## src/rtl/core/hsvbct_pkg.sv

```systemverilog
// Shared types, constants and helpers for the HSV blob centroid tracker.
package hsvbct_pkg;

	localparam int unsigned SUM_W    = 25;
	localparam int unsigned CNT_W    = 17;
	localparam int unsigned COORD_W  = 10;
	localparam int unsigned CHAN_W   = 8;
	localparam int unsigned SQ_W     = 22;
	localparam int unsigned ERR_W    = 12;
	localparam int unsigned TOTAL_W  = 21;
	localparam int unsigned STEER_W  = 3;
	localparam int unsigned STEP_W   = 5;

	localparam logic [STEP_W-1:0] DIV_STEPS  = 5'd25;
	localparam logic [STEP_W-1:0] ROOT_STEPS = 5'd11;

	localparam logic [SUM_W-1:0] SUM_MAX = {SUM_W{1'b1}};
	localparam logic [CNT_W-1:0] CNT_MAX = {CNT_W{1'b1}};
	localparam logic [CNT_W-1:0] CNT_INIT = 17'd1;
	localparam logic [SQ_W-1:0]  ROOT_BIT0 = 22'h100000;

	localparam logic [STEER_W-1:0] STEER_NONE       = 3'd0;
	localparam logic [STEER_W-1:0] STEER_DOWN_RIGHT = 3'd1;
	localparam logic [STEER_W-1:0] STEER_UP_RIGHT   = 3'd2;
	localparam logic [STEER_W-1:0] STEER_DOWN_LEFT  = 3'd3;
	localparam logic [STEER_W-1:0] STEER_UP_LEFT    = 3'd4;

	typedef enum logic [2:0] {
		REG_REF_HUE  = 3'd0,
		REG_REF_SAT  = 3'd1,
		REG_REF_VAL  = 3'd2,
		REG_TOL_HUE  = 3'd3,
		REG_TOL_SAT  = 3'd4,
		REG_TOL_VAL  = 3'd5,
		REG_CENTER_X = 3'd6,
		REG_CENTER_Y = 3'd7
	} reg_idx_t;

	typedef enum logic [2:0] {
		ST_IDLE,
		ST_DIV,
		ST_SQUARE,
		ST_RINIT,
		ST_ROOT,
		ST_HOLD
	} state_t;

	typedef struct packed {
		logic [CHAN_W-1:0]  ref_hue;
		logic [CHAN_W-1:0]  ref_sat;
		logic [CHAN_W-1:0]  ref_val;
		logic [CHAN_W-1:0]  tol_hue;
		logic [CHAN_W-1:0]  tol_sat;
		logic [CHAN_W-1:0]  tol_val;
		logic [COORD_W-1:0] center_x;
		logic [COORD_W-1:0] center_y;
	} cfg_t;

	typedef struct packed {
		logic accum;
		logic frame_end;
		logic div_step;
		logic square;
		logic root_init;
		logic root_step;
		logic out_load;
	} cmd_t;

	function automatic logic in_window(input logic [CHAN_W-1:0] p, input logic [CHAN_W-1:0] r,
		input logic [CHAN_W-1:0] t);
		logic signed [CHAN_W+1:0] lo;
		logic [CHAN_W:0] hi;
		lo = $signed({2'b00, r}) - $signed({2'b00, t});
		hi = {1'b0, r} + {1'b0, t};
		return ($signed({2'b00, p}) >= lo) && ({1'b0, p} <= hi);
	endfunction

endpackage

```

## src/rtl/core/hsvbct_regs.sv

```systemverilog
// Configuration register file behind the APB-style port.
module hsvbct_regs (
	input  logic                clk,
	input  logic                arst_n,
	input  logic                psel,
	input  logic                penable,
	input  logic                pwrite,
	input  logic [4:0]          paddr,
	input  logic [31:0]         pwdata,
	output logic [31:0]         prdata,
	output logic                pready,
	output hsvbct_pkg::cfg_t    cfg
);

	hsvbct_pkg::cfg_t    cfg_q;
	hsvbct_pkg::reg_idx_t idx;
	logic                wr_en;

	assign idx    = hsvbct_pkg::reg_idx_t'(paddr[4:2]);
	assign pready = 1'b1;
	assign wr_en  = psel && penable && pwrite;
	assign cfg    = cfg_q;

	always_ff @(posedge clk or negedge arst_n) begin
		if (!arst_n) begin
			cfg_q.ref_hue  <= 8'd0;
			cfg_q.ref_sat  <= 8'd0;
			cfg_q.ref_val  <= 8'd0;
			cfg_q.tol_hue  <= 8'd20;
			cfg_q.tol_sat  <= 8'd50;
			cfg_q.tol_val  <= 8'd80;
			cfg_q.center_x <= 10'd160;
			cfg_q.center_y <= 10'd120;
		end else if (wr_en) begin
			unique case (idx)
				hsvbct_pkg::REG_REF_HUE:  cfg_q.ref_hue  <= pwdata[7:0];
				hsvbct_pkg::REG_REF_SAT:  cfg_q.ref_sat  <= pwdata[7:0];
				hsvbct_pkg::REG_REF_VAL:  cfg_q.ref_val  <= pwdata[7:0];
				hsvbct_pkg::REG_TOL_HUE:  cfg_q.tol_hue  <= pwdata[7:0];
				hsvbct_pkg::REG_TOL_SAT:  cfg_q.tol_sat  <= pwdata[7:0];
				hsvbct_pkg::REG_TOL_VAL:  cfg_q.tol_val  <= pwdata[7:0];
				hsvbct_pkg::REG_CENTER_X: cfg_q.center_x <= pwdata[9:0];
				hsvbct_pkg::REG_CENTER_Y: cfg_q.center_y <= pwdata[9:0];
			endcase
		end
	end

	always_comb begin
		unique case (idx)
			hsvbct_pkg::REG_REF_HUE:  prdata = {24'd0, cfg_q.ref_hue};
			hsvbct_pkg::REG_REF_SAT:  prdata = {24'd0, cfg_q.ref_sat};
			hsvbct_pkg::REG_REF_VAL:  prdata = {24'd0, cfg_q.ref_val};
			hsvbct_pkg::REG_TOL_HUE:  prdata = {24'd0, cfg_q.tol_hue};
			hsvbct_pkg::REG_TOL_SAT:  prdata = {24'd0, cfg_q.tol_sat};
			hsvbct_pkg::REG_TOL_VAL:  prdata = {24'd0, cfg_q.tol_val};
			hsvbct_pkg::REG_CENTER_X: prdata = {22'd0, cfg_q.center_x};
			hsvbct_pkg::REG_CENTER_Y: prdata = {22'd0, cfg_q.center_y};
		endcase
	end

endmodule

```

## src/rtl/core/hsvbct_ctrl.sv

```systemverilog
// Sequencer for accumulation, division, squaring, square root and result hand-off.
module hsvbct_ctrl (
	input  logic               clk,
	input  logic               arst_n,
	input  logic               pix_valid,
	input  logic               end_of_frame,
	output logic               pix_stall,
	output logic               res_valid,
	input  logic               res_stall,
	output hsvbct_pkg::cmd_t   cmd
);

	hsvbct_pkg::state_t state_q, state_nx;
	logic [hsvbct_pkg::STEP_W-1:0] step_q;
	logic res_valid_q;
	logic out_free;
	logic step_last;

	assign out_free  = !res_valid_q || !res_stall;
	assign step_last = (step_q == '0);
	assign res_valid = res_valid_q;

	always_comb begin
		state_nx = state_q;
		unique case (state_q)
			hsvbct_pkg::ST_IDLE:   if (pix_valid && end_of_frame) state_nx = hsvbct_pkg::ST_DIV;
			hsvbct_pkg::ST_DIV:    if (step_last) state_nx = hsvbct_pkg::ST_SQUARE;
			hsvbct_pkg::ST_SQUARE: state_nx = hsvbct_pkg::ST_RINIT;
			hsvbct_pkg::ST_RINIT:  state_nx = hsvbct_pkg::ST_ROOT;
			hsvbct_pkg::ST_ROOT:   if (step_last) state_nx = hsvbct_pkg::ST_HOLD;
			hsvbct_pkg::ST_HOLD:   if (out_free) state_nx = hsvbct_pkg::ST_IDLE;
			default:               state_nx = hsvbct_pkg::ST_IDLE;
		endcase
	end

	always_comb begin
		cmd       = '0;
		pix_stall = 1'b1;
		unique case (state_q)
			hsvbct_pkg::ST_IDLE: begin
				pix_stall     = 1'b0;
				cmd.accum     = pix_valid;
				cmd.frame_end = pix_valid && end_of_frame;
			end
			hsvbct_pkg::ST_DIV:    cmd.div_step  = 1'b1;
			hsvbct_pkg::ST_SQUARE: cmd.square    = 1'b1;
			hsvbct_pkg::ST_RINIT:  cmd.root_init = 1'b1;
			hsvbct_pkg::ST_ROOT:   cmd.root_step = 1'b1;
			hsvbct_pkg::ST_HOLD:   cmd.out_load  = out_free;
			default: ;
		endcase
	end

	always_ff @(posedge clk or negedge arst_n) begin
		if (!arst_n) begin
			state_q     <= hsvbct_pkg::ST_IDLE;
			step_q      <= '0;
			res_valid_q <= 1'b0;
		end else begin
			state_q <= state_nx;
			if (cmd.frame_end) begin
				step_q <= hsvbct_pkg::DIV_STEPS - 5'd1;
			end else if (cmd.root_init) begin
				step_q <= hsvbct_pkg::ROOT_STEPS - 5'd1;
			end else if ((cmd.div_step || cmd.root_step) && !step_last) begin
				step_q <= step_q - 5'd1;
			end
			if (cmd.out_load) begin
				res_valid_q <= 1'b1;
			end else if (!res_stall) begin
				res_valid_q <= 1'b0;
			end
		end
	end

endmodule

```

## src/rtl/core/hsvbct_dp.sv

```systemverilog
// Datapath: match test, accumulators, dividers, squares, square root and result registers.
module hsvbct_dp #(
	parameter int unsigned FRAME_WIDTH  = 320,
	parameter int unsigned FRAME_HEIGHT = 240
) (
	input  logic                   clk,
	input  logic                   arst_n,
	input  hsvbct_pkg::cfg_t       cfg,
	input  hsvbct_pkg::cmd_t       cmd,
	input  logic [9:0]             pixel_row,
	input  logic [9:0]             pixel_col,
	input  logic [7:0]             pixel_hue,
	input  logic [7:0]             pixel_sat,
	input  logic [7:0]             pixel_val,
	output logic [9:0]             centroid_row,
	output logic [9:0]             centroid_col,
	output logic [2:0]             steer_code,
	output logic signed [11:0]     signed_error,
	output logic [20:0]            match_total
);

	localparam int unsigned SW = hsvbct_pkg::SUM_W;
	localparam int unsigned CW = hsvbct_pkg::CNT_W;
	localparam int unsigned QW = hsvbct_pkg::SQ_W;

	logic [SW-1:0] row_sum_q, col_sum_q, row_sum_nx, col_sum_nx;
	logic [CW-1:0] cnt_q, cnt_nx;
	logic [SW:0]   row_add, col_add;
	logic [CW:0]   cnt_add;
	logic          in_frame, match;

	logic [SW-1:0] quo_row_q, quo_col_q;
	logic [CW-1:0] rem_row_q, rem_col_q, total_q;
	logic [CW:0]   sh_row, sh_col;
	logic [CW+1:0] df_row, df_col;
	logic          ge_row, ge_col;

	logic [9:0]         cc, cr;
	logic signed [10:0] dx, dy;
	logic signed [QW-1:0] dx_w, dy_w;
	logic [QW-1:0]      sqx, sqy, sqx_q, sqy_q;
	logic [2:0]         steer_q, steer_nx;
	logic               right_q;

	logic [QW-1:0] rx_q, res_q, bit_q, trial;
	logic [11:0]   root12;

	assign in_frame = ({1'b0, pixel_row} < 11'(FRAME_HEIGHT))
		&& ({1'b0, pixel_col} < 11'(FRAME_WIDTH));
	assign match = in_frame
		&& hsvbct_pkg::in_window(pixel_hue, cfg.ref_hue, cfg.tol_hue)
		&& hsvbct_pkg::in_window(pixel_sat, cfg.ref_sat, cfg.tol_sat)
		&& hsvbct_pkg::in_window(pixel_val, cfg.ref_val, cfg.tol_val);

	assign row_add = {1'b0, row_sum_q} + {16'd0, pixel_row};
	assign col_add = {1'b0, col_sum_q} + {16'd0, pixel_col};
	assign cnt_add = {1'b0, cnt_q} + 18'd1;

	always_comb begin
		row_sum_nx = row_sum_q;
		col_sum_nx = col_sum_q;
		cnt_nx     = cnt_q;
		if (match) begin
			row_sum_nx = row_add[SW] ? hsvbct_pkg::SUM_MAX : row_add[SW-1:0];
			col_sum_nx = col_add[SW] ? hsvbct_pkg::SUM_MAX : col_add[SW-1:0];
			cnt_nx     = cnt_add[CW] ? hsvbct_pkg::CNT_MAX : cnt_add[CW-1:0];
		end
	end

	always_ff @(posedge clk or negedge arst_n) begin
		if (!arst_n) begin
			row_sum_q <= '0;
			col_sum_q <= '0;
			cnt_q     <= hsvbct_pkg::CNT_INIT;
		end else if (cmd.frame_end) begin
			row_sum_q <= '0;
			col_sum_q <= '0;
			cnt_q     <= hsvbct_pkg::CNT_INIT;
		end else if (cmd.accum) begin
			row_sum_q <= row_sum_nx;
			col_sum_q <= col_sum_nx;
			cnt_q     <= cnt_nx;
		end
	end

	assign sh_row = {rem_row_q, quo_row_q[SW-1]};
	assign sh_col = {rem_col_q, quo_col_q[SW-1]};
	assign df_row = {1'b0, sh_row} - {2'b00, total_q};
	assign df_col = {1'b0, sh_col} - {2'b00, total_q};
	assign ge_row = !df_row[CW+1];
	assign ge_col = !df_col[CW+1];

	always_ff @(posedge clk) begin
		if (cmd.frame_end) begin
			quo_row_q <= row_sum_nx;
			quo_col_q <= col_sum_nx;
			rem_row_q <= '0;
			rem_col_q <= '0;
			total_q   <= cnt_nx;
		end else if (cmd.div_step) begin
			quo_row_q <= {quo_row_q[SW-2:0], ge_row};
			quo_col_q <= {quo_col_q[SW-2:0], ge_col};
			rem_row_q <= ge_row ? df_row[CW-1:0] : sh_row[CW-1:0];
			rem_col_q <= ge_col ? df_col[CW-1:0] : sh_col[CW-1:0];
		end
	end

	assign cr   = quo_row_q[9:0];
	assign cc   = quo_col_q[9:0];
	assign dx   = $signed({1'b0, cfg.center_x}) - $signed({1'b0, cc});
	assign dy   = $signed({1'b0, cfg.center_y}) - $signed({1'b0, cr});
	assign dx_w = QW'(dx);
	assign dy_w = QW'(dy);
	assign sqx  = dx_w * dx_w;
	assign sqy  = dy_w * dy_w;

	always_comb begin
		priority if (cc > cfg.center_x && cr > cfg.center_y) begin
			steer_nx = hsvbct_pkg::STEER_DOWN_RIGHT;
		end else if (cc > cfg.center_x && cr < cfg.center_y) begin
			steer_nx = hsvbct_pkg::STEER_UP_RIGHT;
		end else if (cc < cfg.center_x && cr > cfg.center_y) begin
			steer_nx = hsvbct_pkg::STEER_DOWN_LEFT;
		end else if (cc < cfg.center_x && cr < cfg.center_y) begin
			steer_nx = hsvbct_pkg::STEER_UP_LEFT;
		end else begin
			steer_nx = hsvbct_pkg::STEER_NONE;
		end
	end

	always_ff @(posedge clk) begin
		if (cmd.square) begin
			sqx_q   <= sqx;
			sqy_q   <= sqy;
			steer_q <= steer_nx;
			right_q <= cc > cfg.center_x;
		end
	end

	assign trial = res_q + bit_q;

	always_ff @(posedge clk) begin
		if (cmd.root_init) begin
			rx_q  <= sqx_q + sqy_q;
			res_q <= '0;
			bit_q <= hsvbct_pkg::ROOT_BIT0;
		end else if (cmd.root_step) begin
			if (rx_q >= trial) begin
				rx_q  <= rx_q - trial;
				res_q <= (res_q >> 1) + bit_q;
			end else begin
				res_q <= res_q >> 1;
			end
			bit_q <= bit_q >> 2;
		end
	end

	assign root12 = res_q[11:0];

	always_ff @(posedge clk) begin
		if (cmd.out_load) begin
			centroid_row <= cr;
			centroid_col <= cc;
			steer_code   <= steer_q;
			signed_error <= right_q ? -$signed(root12) : $signed(root12);
			match_total  <= {4'd0, total_q};
		end
	end

endmodule

```

## src/rtl/core/hsv_blob_centroid_tracker.sv

```systemverilog
// Top level of the HSV blob centroid tracker.
// Pixel beats: one per cycle while no frame result is being computed or waiting for the output.
// A beat with end_of_frame starts a pass (radix-2 divide, square, root init, square root) during which
// pixel beats stall; the result then waits in the hold state until the output register is free.
// Reset clears control, accumulators (count to one) and loads configuration defaults.
module hsv_blob_centroid_tracker #(
	parameter int unsigned FRAME_WIDTH  = 320,
	parameter int unsigned FRAME_HEIGHT = 240
) (
	input  logic               clk,
	input  logic               arst_n,
	input  logic               psel,
	input  logic               penable,
	input  logic               pwrite,
	input  logic [4:0]         paddr,
	input  logic [31:0]        pwdata,
	output logic [31:0]        prdata,
	output logic               pready,
	input  logic               pix_valid,
	output logic               pix_stall,
	input  logic [9:0]         pixel_row,
	input  logic [9:0]         pixel_col,
	input  logic [7:0]         pixel_hue,
	input  logic [7:0]         pixel_sat,
	input  logic [7:0]         pixel_val,
	input  logic               end_of_frame,
	output logic               res_valid,
	input  logic               res_stall,
	output logic [9:0]         centroid_row,
	output logic [9:0]         centroid_col,
	output logic [2:0]         steer_code,
	output logic signed [11:0] signed_error,
	output logic [20:0]        match_total
);

	hsvbct_pkg::cfg_t cfg;
	hsvbct_pkg::cmd_t cmd;

	hsvbct_regs u_regs (
		.clk     (clk),
		.arst_n  (arst_n),
		.psel    (psel),
		.penable (penable),
		.pwrite  (pwrite),
		.paddr   (paddr),
		.pwdata  (pwdata),
		.prdata  (prdata),
		.pready  (pready),
		.cfg     (cfg)
	);

	hsvbct_ctrl u_ctrl (
		.clk          (clk),
		.arst_n       (arst_n),
		.pix_valid    (pix_valid),
		.end_of_frame (end_of_frame),
		.pix_stall    (pix_stall),
		.res_valid    (res_valid),
		.res_stall    (res_stall),
		.cmd          (cmd)
	);

	hsvbct_dp #(
		.FRAME_WIDTH  (FRAME_WIDTH),
		.FRAME_HEIGHT (FRAME_HEIGHT)
	) u_dp (
		.clk          (clk),
		.arst_n       (arst_n),
		.cfg          (cfg),
		.cmd          (cmd),
		.pixel_row    (pixel_row),
		.pixel_col    (pixel_col),
		.pixel_hue    (pixel_hue),
		.pixel_sat    (pixel_sat),
		.pixel_val    (pixel_val),
		.centroid_row (centroid_row),
		.centroid_col (centroid_col),
		.steer_code   (steer_code),
		.signed_error (signed_error),
		.match_total  (match_total)
	);

	a_eof_stalls: assert property (@(posedge clk) disable iff (!arst_n)
		(pix_valid && !pix_stall && end_of_frame) |=> pix_stall)
		else $error("pixel beat taken right after end of frame");

	a_total_nonzero: assert property (@(posedge clk) disable iff (!arst_n)
		res_valid |-> (match_total != 21'd0))
		else $error("result beat with zero match total");

	a_tie_no_steer: assert property (@(posedge clk) disable iff (!arst_n)
		(res_valid && (centroid_col == cfg.center_x || centroid_row == cfg.center_y))
		|-> (steer_code == hsvbct_pkg::STEER_NONE))
		else $error("steer command on a tie");

	a_neg_right: assert property (@(posedge clk) disable iff (!arst_n)
		(res_valid && signed_error[11]) |-> (centroid_col > cfg.center_x))
		else $error("negative error with centroid not right of center");

endmodule
```

## config.mk

```make
export PLATFORM = sky130hd
export DESIGN_NAME = hsv_blob_centroid_tracker
export DESIGN_NICKNAME = d
export VERILOG_FILES = /design/src/rtl/core/hsvbct_pkg.sv /design/src/rtl/core/hsvbct_regs.sv /design/src/rtl/core/hsvbct_ctrl.sv /design/src/rtl/core/hsvbct_dp.sv /design/src/rtl/core/hsv_blob_centroid_tracker.sv
export SDC_FILE = /design/constraint.sdc
export NUM_CORES = 2
export LEC_CHECK = 0
export BUFFER_PORTS_ARGS = -buffer_cell sky130_fd_sc_hd__buf_2
export CAP_MARGIN = 10
export CORE_ASPECT_RATIO = 1.2
export CORE_MARGIN = 4
export CORE_UTILIZATION = 69
export DETAILED_ROUTE_END_ITERATION = 8
export GPL_TIMING_DRIVEN = 0
export HOLD_SLACK_MARGIN = 0.02
export MAX_ROUTING_LAYER = met4
export PLACE_DENSITY = 0.88
export SLEW_MARGIN = 20
export SYNTH_ARGS = -nofsm -noshare
export SYNTH_HDL_FRONTEND = slang
export SYNTH_HIERARCHICAL = 1
export SYNTH_SLANG_ARGS = --single-unit
```

## constraint.sdc

```tcl
create_clock -name clk -period 20.6 [get_ports clk]
set_clock_uncertainty 0.1 [all_clocks]
set_input_delay 1.03 -clock clk [delete_from_list [all_inputs] [get_ports clk]]
set_output_delay 1.03 -clock clk [all_outputs]
set_load 0.02 [all_outputs]
```

==> results.sh <==
export IMPL_effective_utilization_at_floorplan_pct=70.0
export IMPL_totalWireLength_um=99900
export IMPL_first_global_vias=29700
export IMPL_synthFlopType="edfxtp_1"
export IMPL_fp_dieArea_mm2=0.0561
export IMPL_drive_above_1_share_pct=11.2
export IMPL_synthesis_instances=3826
export IMPL_grt_max_degree=77
export IMPL_ctsHtreeMaxLevel=2
export IMPL_final_period_utilization_pct=40.9
export IMPL_synth_seq_area_share_pct=29.3
export IMPL_setup_reg_to_reg_worst_slack_ps=12180
export IMPL_crit_reg2reg_capture="u_dp/sqy_q[21]"
export IMPL_clk_pin_slew_worst_paths_ps=70
export IMPL_hold_end="u_dp/steer_code[2]"
export IMPL_post_cts_repair_setup_buffers=0
export IMPL_vias=30500
export IMPL_worstSetupStartpointType="flip-flop"
export IMPL_drt_pre_antenna_iters=6
export IMPL_report_final_setup_viol=0
export IMPL_mappedNetlistArea_mm2=0.0361
export IMPL_detail_route_wl_per_cell_um=21.0
export IMPL_fillerInstances=3580
export IMPL_core_region_area_mm2=0.0516
export IMPL_num_nets_final=4664
export IMPL_placedCellCount=4680
export IMPL_avgViaCountPerCell=6.39
export IMPL_tritoncts_num_sinks=398
export IMPL_total_count_of_hold_check_failures_in_the_final_report=0
export IMPL_clock_tree_buffer_depth=3
export IMPL_insertion_delay_ps=590
export IMPL_clockRootBuffer="clkbuf_16"
export IMPL_detailedRoute_firstIterationViolations=2881
export IMPL_grt_overflow_total=0
export IMPL_detail_route_antenna_nets=0
export IMPL_timing_critical_path_arrival_ps=8630
export IMPL_class_of_the_most_critical_setup_path="reg -> reg"
export IMPL_die_height_um=259
export IMPL_min_delay_start="u_dp/steer_q[2]"
export IMPL_ys_top_cells_by_area="edfxtp_1 16%, fa_1 12%, ha_1 12%, dfrtp_1 9.0%, inv_1 4.9%"
export IMPL_ff2ff_path_depth=26
export IMPL_buffer_ports_inserted=126
export IMPL_post_synth_top_area_cell="edfxtp_1"
export IMPL_tritoncts_clock_tree="yes"
export IMPL_cts_resized_gates=0
export IMPL_hold_bufs_inserted_after_cts=0
export IMPL_slew_violations=0
export IMPL_totalNegativeSetupSlack_ps=0
export IMPL_area_share_of_the_leading_cell_type_in_the_synthesized_netlist_pct=15.5
export IMPL_synth_distinct_cells=115
export IMPL_max_cap_viol_count=0
export IMPL_synth_seq_cells=398
export IMPL_leading_cell_types_in_the_layout_fill_and_taps_excluded="472 x inv_1, 335 x nor2_1, 332 x ha_1, 253 x nand2_1, 215 x fa_1"
export IMPL_drc=0
export IMPL_seqCellArea_mm2=0.0106
export IMPL_row_count=91
export IMPL_count_of_flip_flops_with_a_built_in_enable_after_synthesis=187
export IMPL_period_needed_ps=8420
export IMPL_hpwlAfterDp_um=75300
export IMPL_io_pin_count=180
export IMPL_startpoint_of_the_worst_slack_reg_to_reg_timing_path="u_dp/quo_row_q[0]"
export IMPL_die_x_um=217
export IMPL_grt_usage_pct=35.6
export IMPL_global_placement_routability_congestion=0.989
export IMPL_grt_antenna_before_repair=4
export IMPL_fmaxAchievable_ghz=0.119
export IMPL_run_status="complete, no violations"
export IMPL_hold_path_depth=0
export IMPL_cts_buffers_inserted=43
export IMPL_ys_warnings_count=6
export IMPL_avgSynthCellArea_um2=9.44
export IMPL_layout_cells_most_common="inv_1"
export IMPL_rsz_0062_raised_after_global_routing="false"
export IMPL_hold_class="reg -> reg"
export IMPL_worst_slew_pin_transition_ps=1130
export IMPL_relSlewSlack_pct=24.9
export IMPL_finish_cell_count_without_fillers=4766
export IMPL_end_kind="flip-flop"
export IMPL_multi_input_area_mm2=0.0230
export IMPL_critPathRequiredTime_ps=20820
export IMPL_ys_async_sr_fraction_pct=36.2
export IMPL_worstPathMaxFanout=8
export IMPL_global_route_wire_length_before_repair_um=156000
export IMPL_flow_area_growth_from_synthesis_pct=9.02
layout make-up:
cell class                 instances  share of cell area (%)
sequential                       398                    26.9
clock inverter                    28                   0.864
antenna                            7                  0.0445
inverter                         475                    4.53
tap                              697                    2.21
multi-input combinational       2816                    58.5
buffer                           161                    2.16
clock buffer                      51                    2.83
timing repair buffer             133                    2.02
worst max-delay path, cell delays in order, from the launching register on:
cell       delay (ps)
edfxtp_1          580
ha_1              270
inv_1              80
fa_1              400
a21o_1            170
a21oi_1           300
o21bai_1          100
a21oi_1           170
xor2_1            700
inv_1             300
nand2_1           240
fa_1              440
fa_1              520
inv_1              50
ha_1              280
inv_1              60
fa_1              530
inv_1              50
fa_1              470
ha_1              360
nor2b_1           150
a311oi_1          550
a2111oi_0         300
o31ai_1           510
o2111ai_1         190
a21oi_1           190
xnor2_1            90
metrics by stage:
step	area (um2)	hold WS (ps)	setup slack [ps]	utilization, %
final	39400	325	12180	76.3
after global routing	39400	347	11740	76.3
after CTS	39400	324	12280	76.3
after detailed placement	37900	318	12320	73.5
after global placement	37700	301	12460	73.1
after floorplan	36200	300	13520	-
kinds of logic (layout without fill, tap and decap cells):
kind of cell	after synthesis	after routing	share of synthesized area, %
other cells	3	34	0.0312
xor+xnor	212	212	5.14
compound gates	831	831	15.8
mux	165	165	4.95
simple gates	1034	1034	14.0
flops	398	398	29.3
fa+ha+maj	547	547	23.4
buf+inv	636	848	7.29
registers in the layout, indices dropped and copies added, names as in the netlist, 5 cells and up:
name               flops
u_dp/centroid_col     10
u_dp/sqx_q            21
u_dp/sqy_q            21
u_regs/cfg            68
u_dp/rem_row_q        17
u_dp/rem_col_q        17
u_dp/quo_row_q        25
u_dp/centroid_row     10
u_dp/bit_q            11
u_dp/match_total      17
u_dp/rx_q             22
u_dp/cnt_q            17
u_ctrl/step_q          5
u_dp/col_sum_q        25
u_dp/res_q            22
u_dp/signed_error     12
u_dp/total_q          17
u_dp/row_sum_q        25
u_dp/quo_col_q        25
metal layers:
metal | share of wire (%) | global-route usage [%] | wire [um] | up-vias
met4 | 4.2 | 13.1 | 4180 | 0
met3 | 10 | 6.84 | 9940 | 326
li1 | - | - | - | 13800
met5 | 0 | - | 0 | -
met1 | 39 | 45.9 | 39000 | 14700
met2 | 47 | 56.7 | 46700 | 1636
cells in the mapped netlist, drive strengths merged, types with 77 or more instances:
cell type and number:
dfrtp 130, mux2i 80, xnor2 132, o21ai 132, nor2 342, mux2 85, fa 215, buf 81
inv 473, xor2 80, a211oi 77, nand2 253, nor3 83, a21oi 207, edfxtp 187, clkbuf 80
ha 332
how the worst max path moves through the flow:
stage	from	end
after floorplan	u_regs/cfg[0]	u_dp/sqy_q[21]
after global placement	u_dp/quo_row_q[0]	u_dp/sqy_q[21]
after detailed placement	u_dp/quo_row_q[0]	u_dp/sqy_q[21]
after CTS	u_dp/quo_row_q[0]	u_dp/sqy_q[21]
after global routing	u_dp/quo_row_q[0]	u_dp/sqy_q[21]
final	u_dp/quo_row_q[0]	u_dp/sqy_q[21]
Power is left out: the tool's default activity adds up to more than one toggle a clock period on the data nets, which glitch-free logic cannot reach.
